### src/hdl/eblm_ram.sv
// ----------------------------------------------------------------------------
// eblm_ram: generic single-port RAM
// One read per cycle, plus a write when we is set; read data is registered.
// ----------------------------------------------------------------------------
module eblm_ram #(
  parameter int WIDTH = 8,
  parameter int DEPTH = 16
) (
  input  logic                     clk,
  input  logic                     we,
  input  logic [$clog2(DEPTH)-1:0] addr,
  input  logic [WIDTH-1:0]         wdata,
  output logic [WIDTH-1:0]         rdata
);

  logic [WIDTH-1:0] mem [DEPTH];

  always_ff @(posedge clk) begin
    if (we) begin
      mem[addr] <= wdata;
    end
    rdata <= mem[addr];
  end

endmodule
### config.mk
export PLATFORM = sky130hd
export DESIGN_NAME = eblm_ram
export DESIGN_NICKNAME = d
export VERILOG_FILES = /design/src/hdl/eblm_ram.sv
export SDC_FILE = /design/constraint.sdc
export NUM_CORES = 1
export LEC_CHECK = 0
export ABC_CLOCK_PERIOD_IN_PS = 2700
export BUFFER_PORTS_ARGS = -buffer_cell sky130_fd_sc_hd__buf_2
export CELL_PAD_IN_SITES_DETAIL_PLACEMENT = 1
export CELL_PAD_IN_SITES_GLOBAL_PLACEMENT = 2
export CORE_ASPECT_RATIO = 1.25
export CORE_MARGIN = 3
export CORE_UTILIZATION = 35
export DETAILED_ROUTE_END_ITERATION = 8
export PLACE_DENSITY = 0.63
export RECOVER_POWER = 50
export SYNTH_ARGS = -nofsm -noshare
export SYNTH_HDL_FRONTEND = slang
export SYNTH_SLANG_ARGS = --single-unit
### constraint.sdc
create_clock -name clk -period 2.7 [get_ports clk]
set_input_delay 0.135 -clock clk [delete_from_list [all_inputs] [get_ports clk]]
set_output_delay 0.135 -clock clk [all_outputs]
set_load 0.005 [all_outputs]
==> flow_summary.toml, run 1 <==
[run_status]
run_status = "completed"

[setup_path]
worst-path-buf-inv = 2
crit_path_cell_trace = "clkbuf_1 -> nand2_1 -> nor2_1 -> buf_4"
crit_family = "buffers and inverters"
critPathRequiredTime_ps = 2820
criticalPathCategory = "in2reg"
slowest_stage = "clkbuf_1"
r2r_slack_ps = 1290
max_stage_delay_ps = 860
crit_path_end_kind = "flip-flop"
crit_arrival_ps = 2020
worstPathMaxFanout = 19
startpoint_type = "primary input"

[synthesis]
ys_ff_latch = 136
synth_top_cell_by_area = "edfxtp_1"
yosys_warnings = 0
syn_nets = 244
synthCells = 230
netlist-cell-type-count = 18
synth_area_um2 = 5070
ys_seq_area_frac = 0.790
ys_top_cells_by_area = "edfxtp_1 76%, mux4_2 14%, dfxtp_1 3.2%"
synth_top_area_frac = 0.759
syn_area_per_cell_um2 = 22.0

[cells_and_area]
fillers = 1327
nets = 295
antenna_cells = 0
final-seq-area_um2 = 4000
multi_input_area_um2 = 1000
drive_gt1_frac = 0.310
syn_to_final_growth_pct = 19.7

[sta]
report.final.slew_viol_count = 0
fmax_ghz = 0.526
holdWs_ps = 250
max_slew.worst_pin.slew_ps = 1200
slew_headroom = 0.199
rsz0062_at_grt = "false"
hold_viol_final = 0
period_needed_ps = 1900
setup-tns-final_ps = 0
fin_skew_ps = 6.82
fin_crit_sh = 0.704
setup_violations = 0

[floorplan]
initial_core_util = 0.362
rows = 48
die_h_um = 141
pin_count = 22
die_x_um = 114
core_area_um2 = 14000
dieArea_um2 = 16000

[clocking]
clk-insertion-delay-late_ps = 410
postCtsSetupBuffers = 0
cts_tree = "yes"
clk_path_buf_depth = 2
root_buffer = "clkbuf_16"
post_cts_resized = 0
cts_buffers = 17
cts_max_level = 4
clkSinkCount = 136
hold_buffers = 0
clk_pin_slew_ps = 50

[placed_design]
hpwlAfterDp_um = 7000
gp_congestion = 0.730
portBuffers = 21

[power]
ir_drop_mv = 0.386
power.share.switching = 0.194
p_leak_nw = 1.98
power.internal_mw = 3.85
clockPowerShare = 0.458
power.density_nw_per_um2 = 788
power_frac_comb = 0.045
seqPwrFrac = 0.497
p_switching_mw = 0.926

[grt]
globalRouteTotalUtil = 0.138
grt-ovfl-total = 0
grt_max_degree = 25
antenna_found_initial = 0
grt_pass1_vias = 2732
grt_pass1_wl_um = 15700

[drt]
wl_um = 10100
ant_nets = 0
drtPass1Iterations = 4
wl_per_cell_um = 21.6
drc_errors = 0
drtIter0Drc = 213
avgViaCountPerCell = 5.08
vias = 2384

[worst_hold_path]
hold_class = "in2reg"

[run]
drv_cap = 0
final cells by class:
type | count | share of cell area
sequential | 136 | 0.660
multi-input combinational | 83 | 0.165
clock buffer | 23 | 0.0772
timing repair buffer | 43 | 0.0444
tap | 175 | 0.0361
clock inverter | 9 | 0.0167
power groups by stage:
stage | clock (mW) | combinational [mW] | sequential [mW]
finish | 2.19 | 0.216 | 2.37
global route | 2.33 | 0.240 | 2.38
CTS | 2.24 | 0.226 | 2.37
detailed placement | 0 | 0.225 | 2.42
global placement | 0 | 0.221 | 2.42
floorplan | 0 | 0.122 | 2.42
cells by family (layout without fill, tap and decap cells):
| group | after synthesis | in the layout | share of synthesized area |
|---|---|---|---|
| mux | 32 | 32 | 0.142 |
| compound gates | 16 | 16 | 0.0237 |
| simple gates | 35 | 35 | 0.0321 |
| buf+inv | 11 | 75 | 0.0119 |
| flops | 136 | 136 | 0.790 |
synth_stat cells (all sizes together):
cell type    n
clkbuf       3
nor2b        2
a22oi       16
or3b         1
edfxtp     128
buf          8
nor3         4
nand2        9
nand2b       2
dfxtp        8
nand3b       2
nand3        1
mux4        32
nor2        13
and2         1
metal layers:
metal / vias up / global-route usage / wire length, um
li1: 1065 / - / -
met1: 1269 / 0.163 / 4120
met2: 44 / 0.240 / 5590
met3: 6 / 0.0337 / 316
met4: 0 / 0.0589 / 108
met5: - / 0 / 0
placed cells by master (no fill, tap or decap), drive strengths merged:
master    Yosys  final
clkinv        0      5
nand3         1      1
clkbuf        3     34
nor3          4      4
edfxtp      128    128
nand2         9      9
dfxtp         8      8
a22oi        16     16
nand3b        2      2
mux4         32     32
nor2         13     13
clkinvlp      0      2
or3b          1      1
buf           8     32
and2          1      1
bufinv        0      2
nand2b        2      2
nor2b         2      2
flip-flops by register name (all words and copies together) (netlist names):
name	count
mem	128
rdata	8
through the flow:
step                 util  std cells  area [um2]  setup WS (ps)  power, mW
floorplan               -        230        5070           1070       2.54
global placement    0.394        437        5510            561       2.64
detailed placement  0.394        437        5510            551       2.64
CTS                 0.434        469        6080            979       4.84
global route        0.433        469        6060            602       4.95
finish              0.433        469        6060            798       4.78
final timing paths:
check,cells past startpoint,end,from
max,4,mem[15][5],addr[1]
min reg2reg,3,rdata[7],mem[15][7]
min,1,mem[3][3],wdata[3]
max reg2reg,3,rdata[0],mem[3][0]
(Power assumes the default switching activity.)
==> run 2, diff against run 1 <==
--- a/config.mk
+++ b/config.mk
@@ -5,7 +5,7 @@
 export SDC_FILE = /design/constraint.sdc
 export NUM_CORES = 1
 export LEC_CHECK = 0
-export ABC_CLOCK_PERIOD_IN_PS = 2700
+export ABC_CLOCK_PERIOD_IN_PS = 1800
 export BUFFER_PORTS_ARGS = -buffer_cell sky130_fd_sc_hd__buf_2
 export CELL_PAD_IN_SITES_DETAIL_PLACEMENT = 1
 export CELL_PAD_IN_SITES_GLOBAL_PLACEMENT = 2
==> constraint.sdc (replaced) <==
create_clock -name clk -period 1.8 [get_ports clk]
set_input_delay 0.09 -clock clk [delete_from_list [all_inputs] [get_ports clk]]
set_output_delay 0.09 -clock clk [all_outputs]
set_load 0.005 [all_outputs]
==> flow_summary.toml, run 2 (synthesized netlist as in run 1, its figures left out) <==
[sta]
fin_skew_ps = 4.18
setup-tns-final_ps = 0
fin_crit_sh = 0.800
layout_setup_ws_ps = 360
slew_headroom = 0.538
hold_viol_final = 0
report.final.slew_viol_count = 0
rsz0062_at_grt = "false"
period_needed_ps = 1440
max_slew.worst_pin.slew_ps = 693
setup_violations = 0
fmax_ghz = 0.695

[clocking]
hold_buffers = 0
clk_path_buf_depth = 2
cts_buffers = 17
clkSinkCount = 136
clk_pin_slew_ps = 60
postCtsSetupBuffers = 0
post_cts_resized = 0
cts_max_level = 4
clk-insertion-delay-late_ps = 400
root_buffer = "clkbuf_16"
cts_tree = "yes"

[cells_and_area]
antenna_cells = 0
layout_common_cells = "128 x edfxtp_1, 32 x mux4_2, 24 x buf_4"
largest_reg_flops = 128
fin_cells = 473
nets = 300
drive_gt1_frac = 0.322
syn_to_final_growth_pct = 21.3
layout_commonest_cell = "edfxtp_1"
fillers = 1320
largest_registers = "mem: 128 flops, rdata: 8 flops"
fin_util = 0.439
top_register = "mem"

[drt]
vias = 2359
drtPass1Iterations = 4
ant_nets = 0
drc_errors = 0
wl_um = 10400
wl_per_cell_um = 22.0
drtIter0Drc = 173
avgViaCountPerCell = 4.99

[grt]
grt-ovfl-total = 0
antenna_found_initial = 0
globalRouteTotalUtil = 0.143
grt_pass1_vias = 2722
grt_max_degree = 36
grt_pass1_wl_um = 16300

[setup_path]
slowest_stage = "clkbuf_4"
crit_arrival_ps = 1720
criticalPathCategory = "in2reg"
crit_path_cell_trace = "clkbuf_1 -> clkbuf_4 -> mux4_2 -> a22oi_1 -> nand2_1"
critPathRequiredTime_ps = 2080
startpoint_type = "primary input"
max_stage_delay_ps = 550
worstPathMaxFanout = 35
crit_path_end_kind = "flip-flop"
r2r_cells = 3

[power]
p_leak_nw = 2.03
power.density_nw_per_um2 = 1220
ir_drop_mv = 0.601

[worst_hold_path]
hold_class = "in2reg"
min_path_cells = 1

[floorplan]
die_x_um = 114
dieArea_um2 = 16000
rows = 48
pin_count = 22
core_area_um2 = 14000
initial_core_util = 0.362
die_h_um = 141

[placed_design]
hpwlAfterDp_um = 6990
dp_slack_ps = 264
place_inst = 442
portBuffers = 21
gp_congestion = 0.700

[run]
drv_cap = 0

[run_status]
run_status = "completed"
## run 2: critical path: cells and delay by family
family                 cells  cell delay (ps)
buffers and inverters      2              800
multiplexers               1              390
AO/OA/AOI/OAI              1              320
AND/OR/NAND/NOR            1               90
## run 2: area by class of cell
type / count / area (um2) / share of cell area
multi-input combinational: 83 / 1000 / 0.163
clock inverter: 11 / 179 / 0.0291
timing repair buffer: 48 / 305 / 0.0497
tap: 175 / 219 / 0.0356
clock buffer: 20 / 437 / 0.0710
sequential: 136 / 4000 / 0.651
## run 2: power by group
group	switching [mW]	total (mW)	internal, mW	leakage [nW]
combinational	0.184	0.328	0.144	0.511
sequential	0.0256	3.57	3.54	1.22
clock	1.17	3.60	2.43	0.296
## run 2: per-stage QoR
step / power, mW / instance area, um2 / hold slack (ps)
3_5_place_dp: 3.98 / 5560 / 475
5_1_grt: 7.75 / 6150 / 252
3_3_place_gp: 3.97 / 5560 / 477
4_1_cts: 7.59 / 6170 / 55.6
6_report: 7.50 / 6150 / 218
2_1_floorplan: 3.81 / 5070 / 189
## run 2: routing by layer
metal  GRT usage  vias to the layer above  wire [um]
met5           0                        -          0
met2       0.257                       35       5820
li1            -                     1069          -
met4      0.0513                        0        165
met1       0.164                     1244       4160
met3      0.0346                       11        275
## run 2: path summary, 6_finish.rpt
check	start	to	slack (ps)
worst max-delay path	addr[1]	rdata[7]	360
worst min-delay path	wdata[6]	mem[10][6]	220
worst max register to register	mem[2][7]	rdata[7]	450
worst min register to register	mem[15][7]	rdata[7]	670
